<file path="config.mk">
export PLATFORM = sky130hd
export DESIGN_NAME = mopf_ctrl
export DESIGN_NICKNAME = d
export VERILOG_FILES = /design/src/rtl/mono_oled_page_buffer_flusher_assert.svh /design/src/rtl/mopf_pkg.sv /design/src/rtl/mopf_ctrl.sv
export SDC_FILE = /design/constraint.sdc
export NUM_CORES = 1
export LEC_CHECK = 0
export BUFFER_PORTS_ARGS = -buffer_cell sky130_fd_sc_hd__buf_2
export CORE_AREA = 2 2 39 41
export CTS_CLUSTER_DIAMETER = 50
export DETAILED_ROUTE_END_ITERATION = 7
export DIE_AREA = 0 0 41 43
export PLACE_DENSITY = 0.36
export SLEW_MARGIN = 10
export SYNTH_ARGS = -nofsm -noshare
export SYNTH_HDL_FRONTEND = slang
export SYNTH_SLANG_ARGS = --single-unit
</file>
<file path="constraint.sdc">
create_clock -name clk -period 2.67 [get_ports clk]
set_clock_uncertainty 0.05 [all_clocks]
set_input_delay 0.1335 -clock clk [delete_from_list [all_inputs] [get_ports clk]]
set_output_delay 0.1335 -clock clk [all_outputs]
set_load 0.02 [all_outputs]
</file>
<file path="src/rtl/mono_oled_page_buffer_flusher_assert.svh">
// ----------------------------------------------------------------------------
// mono_oled_page_buffer_flusher_assert.svh
// Assertion macros for the page buffer flusher.
// ----------------------------------------------------------------------------
`ifndef MONO_OLED_PAGE_BUFFER_FLUSHER_ASSERT_SVH
`define MONO_OLED_PAGE_BUFFER_FLUSHER_ASSERT_SVH

// same-cycle implication, sampled on clk, off during rst
`define MOPF_ASSERT_IMPLIES(label, ante, cons, msg) \
  label: assert property (@(posedge clk) disable iff (rst) (ante) |-> (cons)) \
    else $error(msg);

// next-cycle implication, sampled on clk, off during rst
`define MOPF_ASSERT_NEXT(label, ante, cons, msg) \
  label: assert property (@(posedge clk) disable iff (rst) (ante) |=> (cons)) \
    else $error(msg);

`endif

</file>
<file path="src/rtl/mopf_pkg.sv">
// ----------------------------------------------------------------------------
// mopf_pkg
// Shared opcodes, panel constants and controller/datapath interface types.
// ----------------------------------------------------------------------------
`timescale 1ns / 1ps

package mopf_pkg;

  localparam int DEF_PANEL_WIDTH  = 128;
  localparam int DEF_PANEL_HEIGHT = 64;

  localparam int PAGE_W    = 3;
  localparam int CMD_BYTES = 3;

  localparam logic [7:0] CMD_PAGE_BASE = 8'hB0;
  localparam logic [7:0] CMD_COL_LOW   = 8'h00;
  localparam logic [7:0] CMD_COL_HIGH  = 8'h10;
  localparam logic [7:0] BYTE_ALL_ON   = 8'hFF;

  localparam logic [1:0] OP_DRAW  = 2'd0;
  localparam logic [1:0] OP_FILL  = 2'd1;
  localparam logic [1:0] OP_START = 2'd2;
  localparam logic [1:0] OP_PULL  = 2'd3;

  typedef struct packed {
    logic accept;
    logic sweep_write;
    logic draw_write;
    logic load_out;
  } ctrl_cmd_t;

  typedef struct packed {
    logic flush_active;
    logic out_free;
    logic sweep_last;
  } dp_status_t;

endpackage

</file>
<file path="src/rtl/mopf_ctrl.sv">
// ----------------------------------------------------------------------------
// mopf_ctrl
// Sequencer for clearing sweeps, pixel read-modify-write and byte pulls.
// ----------------------------------------------------------------------------
`timescale 1ns / 1ps

module mopf_ctrl (
  input  logic                  clk,
  input  logic                  rst,
  input  logic                  in_valid,
  input  logic [1:0]            op,
  output logic                  in_ready,
  input  mopf_pkg::dp_status_t  status,
  output mopf_pkg::ctrl_cmd_t   cmd
);
  import mopf_pkg::*;

  localparam logic [1:0] ST_CLEAR = 2'd0;
  localparam logic [1:0] ST_IDLE  = 2'd1;
  localparam logic [1:0] ST_DRAW  = 2'd2;
  localparam logic [1:0] ST_PULL  = 2'd3;

  logic [1:0] state;
  logic [1:0] state_next;
  logic       accept;

  assign in_ready = (state == ST_IDLE);
  assign accept   = in_valid && in_ready;

  always_comb begin
    state_next       = state;
    cmd.accept       = accept;
    cmd.sweep_write  = 1'b0;
    cmd.draw_write   = 1'b0;
    cmd.load_out     = 1'b0;
    case (state)
      ST_CLEAR: begin
        cmd.sweep_write = 1'b1;
        if (status.sweep_last) begin
          state_next = ST_IDLE;
        end
      end
      ST_IDLE: begin
        if (accept) begin
          case (op)
            OP_DRAW:  state_next = ST_DRAW;
            OP_FILL:  state_next = ST_CLEAR;
            OP_START: state_next = ST_IDLE;
            OP_PULL:  state_next = status.flush_active ? ST_PULL : ST_IDLE;
            default:  state_next = ST_IDLE;
          endcase
        end
      end
      ST_DRAW: begin
        cmd.draw_write = 1'b1;
        state_next     = ST_IDLE;
      end
      ST_PULL: begin
        if (status.out_free) begin
          cmd.load_out = 1'b1;
          state_next   = ST_IDLE;
        end
      end
      default: state_next = ST_IDLE;
    endcase
  end

  always_ff @(posedge clk) begin
    if (rst) begin
      state <= ST_CLEAR;
    end else begin
      state <= state_next;
    end
  end

endmodule

</file>
==> results of run 1 <==
==> metrics by stage <==
step	hold WS, ns	worst slack (ns)	cell area (um^2)	power, mW	std cells
after floorplan	0.1549	1.405	131.4	0.04730	16
after global placement	0.2811	1.565	203.9	0.05836	43
after detailed placement	0.2782	1.553	203.9	0.05778	43
after CTS	0.04374	1.287	226.5	0.1287	46
after global routing	0.04600	1.216	226.5	0.1365	46
final	0.05032	1.320	226.5	0.1241	46
==> synthesized netlist by cell type <==
cell	count	area share, %
and3_1	1	4.8
buf_4	1	5.7
nand2_1	1	2.9
and2_1	1	4.8
inv_1	1	2.9
a31oi_1	1	4.8
nor3_1	1	3.8
a311oi_1	1	6.7
o21bai_1	1	5.7
nor4b_2	1	11
nor2b_1	2	9.5
o21ai_0	1	3.8
nor2_1	1	2.9
dfxtp_1	2	30
==> logic make-up (layout without fill, tap and decap cells) <==
kind of cell           after synthesis  in the layout
and+or+nand+nor                      8              8
buffers and inverters                2             16
DFF                                  2              2
AOI/OAI and AO/OA                    4              4
==> layer usage <==
metal | vias up | global-route usage [%] | part of all wire (%)
met5 | - | 0 | 0
met4 | 0 | 4.000 | 0
met3 | 0 | 6.806 | 18
met2 | 15 | 5.313 | 28
met1 | 61 | 8.626 | 54
li1 | 86 | - | -
==> worst reg2reg max path, delay by kind of cell (launching register included) <==
| kind | cells | cell delay [ns] |
|---|---|---|
| DFF | 1 | 0.42 |
| AOI/OAI and AO/OA | 2 | 0.20 |
| and+or+nand+nor | 1 | 0.19 |
==> cells in the final DEF, fill, tap and decap left out, drive strengths merged <==
cell type / instances
buf: 12
nor2b: 2
a31oi: 1
nor3: 1
clkbuf: 3
o21ai: 1
o21bai: 1
nor2: 1
a311oi: 1
nand2: 1
and3: 1
dfxtp: 2
nor4b: 1
and2: 1
inv: 1
==> final cells by class <==
type	count	area, um^2	area share [%]
multi-input cells	12	80.08	35.36
repair buffers	12	60.06	26.52
flip-flops and latches	2	40.04	17.68
clock buffers	3	22.52	9.945
well taps	16	20.02	8.840
inverters	1	3.754	1.657
==> power by group <==
part	total [mW]	internal [mW]	switching [mW]
clock	0.0667	0.0495	0.0172
sequential	0.0340	0.0318	0.00221
combinational	0.0234	0.0104	0.0130
==> path summary, 6_finish.rpt <==
path	slack [ns]	startpoint	to	cells after the start
worst max-delay path	1.32	state[0]	cmd[3]	3
worst min register to register	0.50	state[0]	state[1]	1
worst min-delay path	0.05	rst	state[1]	2
worst max register to register	1.72	state[1]	state[1]	3
==> flow_summary.ini, run 1 <==
[critical_path]
crit_buf_inv = 1
startpoint_type = register
crit_path_top_delay_cell = dfxtp_1
cpPeakStageDelay_ns = 0.39
critPathKind = register to output pin
worstPathArrival_ns = 1.17
path_max_fanout = 6
required_ns = 2.49
crit_path_end_kind = output pin
path_cells = nor2b_1 -> and2_1 -> buf_2
critical-path-top-delay-family = flip-flops

[yosys]
netlist_instances = 16
synth_top_family_by_area = simple AND/OR/NAND/NOR gates
yosys_warnings = 0
ys_ff_latch = 2
synthMuxAreaShare_pct = 0
synth-compound-area-share_pct = 20.95
syn_area_um2 = 131.4
synthDistinctLibCells = 14
synth_xor_area_share_pct = 0
avgSynthCellArea_um2 = 8.211
synth_adder_area_share_pct = 0
synthesis.nets = 24
yosys.area_share.simple_pct = 40.00
yosysSeqAreaShare_pct = 30.48

[finish]
regMostFlops = state
top_regs = state: 2 flops
fillCellCount = 158
drive_gt1_share_pct = 53.33
nets = 40
syn_to_final_growth_pct = 72.38
largest_reg_flops = 2
diodes = 0
final_util_pct = 16.37

[place]
port_buffers = 12
dp.final_hpwl_um = 338.7
globalplace.congestion = 0.6494

[cts]
cts-buffers-inserted = 3
tritoncts = yes
worstSkewPairLatency_ns = 0.22
cts.repair.resized = 0
cts_max_level = 1
clock_path_buffers = 2
clock-sinks = 2
path_clk_slew_ns = 0.03
post_cts_buffers = 0
ctsHoldBuffers = 0
cts_root_buffer = clkbuf_4

[worst_hold_path]
hold_path.class = input pin to register

[status]
outcome = finished, final reports clean

[sta]
rsz0062_at_grt = no
setup_tns_ns = 0
fmax_ghz = 0.7407
hold_viol_final = 0
setup_viol = 0
drv_slew = 0
tightest_slew_ns = 0.2233
fin_crit_sh_pct = 50.56
period_minus_slack_ns = 1.350
slew_headroom_pct = 84.96

[grt]
grt_max_degree = 9
antenna_found_initial = 0
grt_pass1_vias = 152
grtUsageTotal_pct = 6.313
grt_pass1_wl_um = 655
overflow = 0

[floorplan]
pin_count = 13
die_area_um2 = 1763
die_w_um = 41
row_count = 14
chipHeight_um = 43
coreArea_um2 = 1384
floorplan.initialDensity_pct = 9.494

[detailed_routing]
first_pass_iters = 4
ant_nets = 0
drt_iter0_drc = 4
wl_um = 454
viasPerCell = 3.522
num_vias = 162
drc = 0
wire_per_inst_um = 9.870

[power]
ir_worst_vdd_mv = 0.1550
leakage_nw = 0.1134
powerDensity_nw_per_um2 = 548.2

[job]
drv_cap = 0
No activity file was read; power rests on OpenSTA's default activity.
==> run 2: changes to the inputs <==
==> constraint.sdc (replaced) <==
create_clock -name clk -period 1.35 [get_ports clk]
set_clock_uncertainty 0.05 [all_clocks]
set_input_delay 0.0675 -clock clk [delete_from_list [all_inputs] [get_ports clk]]
set_output_delay 0.0675 -clock clk [all_outputs]
set_load 0.02 [all_outputs]
==> run 2 against run 1 <==
  * Utilization is 0.72 points higher
  * Die area did not move
  * Global-route usage is 0.50 points lower
  * Critical endpoint unchanged
  * Sequential share of layout area is 0.75 points lower
  * Highest routed layer unchanged
==> flow_summary.ini, run 2 (same netlist as run 1, synthesis figures left out) <==
[sta]
slew_headroom_pct = 85.59
timing.final.ws_setup_ns = 0.09661
period_minus_slack_ns = 1.253
setup_viol = 0
fin_crit_sh_pct = 92.84
fmax_ghz = 0.7978
whs_ns = 0.02788
drv_slew = 0
setup_tns_ns = 0
tightest_slew_ns = 0.2158
rsz0062_at_grt = no
hold_viol_final = 0

[detailed_routing]
viasPerCell = 3.681
wire_per_inst_um = 9.085
ant_nets = 0
first_pass_iters = 1
num_vias = 173
drt_iter0_drc = 0
drc = 0
wl_um = 427

[power]
ir_worst_vdd_mv = 0.3850
leakage_nw = 0.1176
powerDensity_nw_per_um2 = 1032

[finish]
regArea_um2 = 40.04
nets = 41
multi_input_area_um2 = 80.08
fillCellCount = 157
design_area_um2 = 236.5
syn_to_final_growth_pct = 80.00
mostFrequentLayoutCell = buf_2
regMostFlops = state
drive_gt1_share_pct = 51.61
diodes = 0
largest_reg_flops = 2
top_regs = state: 2 flops
final_cell_mix = 12 x buf_2, 3 x clkbuf_4, 2 x nor2b_1, 2 x dfxtp_1

[critical_path]
crit_path_end_kind = output pin
startpoint_type = register
worstPathArrival_ns = 1.14
required_ns = 1.23
cpPeakStageDelay_ns = 0.39
critPathKind = register to output pin
path_cells = nor2b_1 -> and2_1 -> buf_2
path_max_fanout = 6
crit_path_top_delay_cell = dfxtp_1

[place]
placed_cell_area_um2 = 203.9
dp.final_hpwl_um = 344.3
globalplace.congestion = 0.6221
dp_slack_ns = 0.3037
port_buffers = 12

[grt]
grt_pass1_wl_um = 607
antenna_found_initial = 0
overflow = 0
grtUsageTotal_pct = 5.812
grt_pass1_vias = 144
grt_max_degree = 9

[cts]
clock-sinks = 2
path_clk_slew_ns = 0.03
worstSkewPairLatency_ns = 0.22
tritoncts = yes
post_cts_buffers = 0
clock_path_buffers = 2
cts-buffers-inserted = 3
cts_max_level = 1
cts_root_buffer = clkbuf_4

[floorplan]
floorplan.initialDensity_pct = 9.494
coreArea_um2 = 1384
chipHeight_um = 43
die_w_um = 41
row_count = 14
die_area_um2 = 1763
pin_count = 13

[job]
drv_cap = 0

[status]
outcome = finished, final reports clean

[worst_hold_path]
hold_path.class = input pin to register
==> run 2: changes by cell type in the layout (fill, tap and decap cells not counted) <==
| cell | previous run | this run |
|---|---|---|
| dlygate4sd3_1 | 0 | 1 |
==> run 2: final cells by class <==
type                    instances  share of cell area, %
inverters                       1                  1.587
clock buffers                   3                  9.524
flip-flops and latches          2                  16.93
repair buffers                 13                  29.63
well taps                      16                  8.466
multi-input cells              12                  33.86
==> run 2: path summary, 6_finish.rpt <==
| check | from | to | slack, ns | cells past startpoint |
|---|---|---|---|---|
| max | state[0] | cmd[3] | 0.1 | 3 |
| min | in_valid | state[0] | 0.03 | 2 |
| max reg2reg | state[1] | state[1] | 0.38 | 3 |
| min reg2reg | state[0] | state[1] | 0.51 | 1 |
==> run 2: critical path, delay by kind of cell (launching register included) <==
family / cells / cell delay [ns]
flops: 1 / 0.39
buf+inv: 1 / 0.16
simple gates: 2 / 0.37
==> run 2: power by group <==
part	internal [mW]	total (mW)	leakage [nW]	switching (mW)
Combinational	0.0225	0.0483	0.0873	0.0258
Sequential	0.0628	0.0672	0.0165	0.00441
Clock	0.0977	0.128	0.0138	0.0307
==> run 2: repair_timing <==
item / in CTS / in global routing
endpoints found under the setup margin: 0 / 0
hold buffers: 1 / 0
endpoints found under the hold margin: 2 / 0
gates resized for setup: 0 / 0
==> run 2: per-layer routing <==
metal	up-vias	GRT usage, %	wire length (um)
met5	-	0	0
met4	0	2.000	0
met3	0	7.853	61
met2	15	3.750	113
met1	71	8.946	251
li1	87	-	-
==> run 2: metrics by stage <==
| stage | utilization (%) | std cells | total power [mW] |
|---|---|---|---|
| floorplan | - | 16 | 0.09354 |
| global route | 17.09 | 47 | 0.2725 |
| finish | 17.09 | 47 | 0.2439 |
| global placement | 14.74 | 43 | 0.1149 |
| detailed placement | 14.74 | 43 | 0.1148 |
| CTS | 17.09 | 47 | 0.2514 |
==> run 3: changes to the inputs <==
--- a/config.mk
+++ b/config.mk
@@ -6,12 +6,14 @@
 export NUM_CORES = 1
 export LEC_CHECK = 0
 export BUFFER_PORTS_ARGS = -buffer_cell sky130_fd_sc_hd__buf_2
+export CELL_PAD_IN_SITES_DETAIL_PLACEMENT = 1
+export CELL_PAD_IN_SITES_GLOBAL_PLACEMENT = 2
 export CORE_AREA = 2 2 39 41
 export CTS_CLUSTER_DIAMETER = 50
 export DETAILED_ROUTE_END_ITERATION = 7
 export DIE_AREA = 0 0 41 43
-export PLACE_DENSITY = 0.36
-export SLEW_MARGIN = 10
+export PLACE_DENSITY = 0.57
+export SLEW_MARGIN = 20
 export SYNTH_ARGS = -nofsm -noshare
 export SYNTH_HDL_FRONTEND = slang
 export SYNTH_SLANG_ARGS = --single-unit
==> run 3 against run 2 <==
  * First-iteration DRC count grew 1
  * Count of clock-buffer cells in the layout is the same
  * Hold slack gained 0.010 ns
  * Sequential share of layout area shrank 0.18 points
  * Cell count is the same
  * Highest routed layer unchanged
==> flow_summary.ini, run 3 (same netlist as run 1, synthesis figures left out) <==
[sta]
slew_headroom_pct = 83.75
period_minus_slack_ns = 1.220
setup_viol = 0
timing.final.ws_setup_ns = 0.1296
rsz0062_at_grt = no
setup_tns_ns = 0
drv_slew = 0
tightest_slew_ns = 0.2434
fin_crit_sh_pct = 90.40
fmax_ghz = 0.8194
hold_viol_final = 0

[detailed_routing]
drt_iter0_drc = 1
ant_nets = 0
drc = 0
num_vias = 173
viasPerCell = 3.681
first_pass_iters = 2
wl_um = 476
wire_per_inst_um = 10.13

[floorplan]
die_w_um = 41
floorplan.initialDensity_pct = 9.494
coreArea_um2 = 1384
chipHeight_um = 43
row_count = 14
die_area_um2 = 1763
pin_count = 13

[place]
globalplace.congestion = 0.6521
dp.final_hpwl_um = 389.6
port_buffers = 12
dp_slack_ns = 0.3024

[cts]
path_clk_slew_ns = 0.03
post_cts_buffers = 0
cts_max_level = 1
clock_path_buffers = 2
cts-buffers-inserted = 3
tritoncts = yes
worstSkewPairLatency_ns = 0.22
clock-sinks = 2
cts_root_buffer = clkbuf_4

[grt]
grt.met2_usage_pct = 8.125
grt_pass1_wl_um = 759
antenna_found_initial = 0
grt_max_degree = 9
grt_pass1_vias = 198
grt.busiest_layer = met1
grtUsageMet1_pct = 8.280
met3_usage_pct = 2.094
grtUsageTotal_pct = 6.807
overflow = 0

[finish]
drive_gt1_share_pct = 54.84
diodes = 0
nets = 41
largest_reg_flops = 2
syn_to_final_growth_pct = 81.90
mostFrequentLayoutCell = buf_2
regMostFlops = state
final_util_pct = 17.27
top_regs = state: 2 flops
multi_input_area_um2 = 82.58
regArea_um2 = 40.04
final_cell_mix = 12 x buf_2, 3 x clkbuf_4, 2 x dfxtp_1
fillCellCount = 170

[critical_path]
crit_path_end_kind = output pin
cpPeakStageDelay_ns = 0.38
critPathKind = register to output pin
startpoint_type = register
path_cells = nor2b_2 -> and2_1 -> buf_2
crit_path_top_delay_cell = dfxtp_1
r2r-start = state[1]
crit_start = state[0]
required_ns = 1.23
worstPathArrival_ns = 1.10
path_max_fanout = 6

[job]
drv_cap = 0

[worst_hold_path]
holdCritStartpoint = in_valid
hold_path.class = input pin to register

[power]
powerDensity_nw_per_um2 = 1033
ir_worst_vdd_mv = 0.3479
leakage_nw = 0.1183
power_mw = 0.2469

[status]
outcome = finished, final reports clean
-- run 3: cell count changes in the layout (fill, tap and decap cells not counted) --
cell / before / now
nor2b_1: 2 / 1
nor2b_2: 0 / 1
-- run 3: critical path, delay by kind of cell, from the launching register on --
kind                   cells  cell delay [ns]
AND/OR/NAND/NOR            2             0.35
flip-flops                 1             0.38
buffers and inverters      1             0.16
-- run 3: per-stage QoR --
step           hold slack [ns]  instance area [um^2]  cells
2_1_floorplan          0.08892                 131.4     16
3_3_place_gp            0.2129                 203.9     43
5_1_grt                0.04446                 239.0     47
3_5_place_dp            0.2230                 203.9     43
4_1_cts                0.02706                 236.5     47
6_report               0.03831                 239.0     47
-- run 3: final timing paths --
kind / cells past startpoint / end / slack, ns
worst min register to register: 1 / state[1] / 0.50
worst min-delay path: 2 / state[0] / 0.04
worst max-delay path: 3 / cmd[3] / 0.13
worst max register to register: 3 / state[1] / 0.34
-- run 3: area by class of cell --
cell class | count | area share [%]
multi-input combinational | 12 | 34.56
timing repair buffer | 13 | 29.32
sequential | 2 | 16.75
clock buffer | 3 | 9.424
tap | 16 | 8.377
inverter | 1 | 1.571
-- run 3: report_power, final --
group	internal [mW]	switching (mW)	leakage (nW)
clock network	0.0979	0.0323	0.0138
registers	0.0628	0.00417	0.0165
logic	0.0231	0.0265	0.0880
-- run 3: repair_timing --
item	in CTS	in global routing
gates resized for setup	0	1
endpoints found under the hold margin	2	0
endpoints found under the setup margin	0	1
hold buffers	1	0
-- run 3: layer usage --
metal	vias up	wire, um
li1	88	-
met1	72	229
met2	13	171
met3	0	75
met4	0	0
met5	-	0
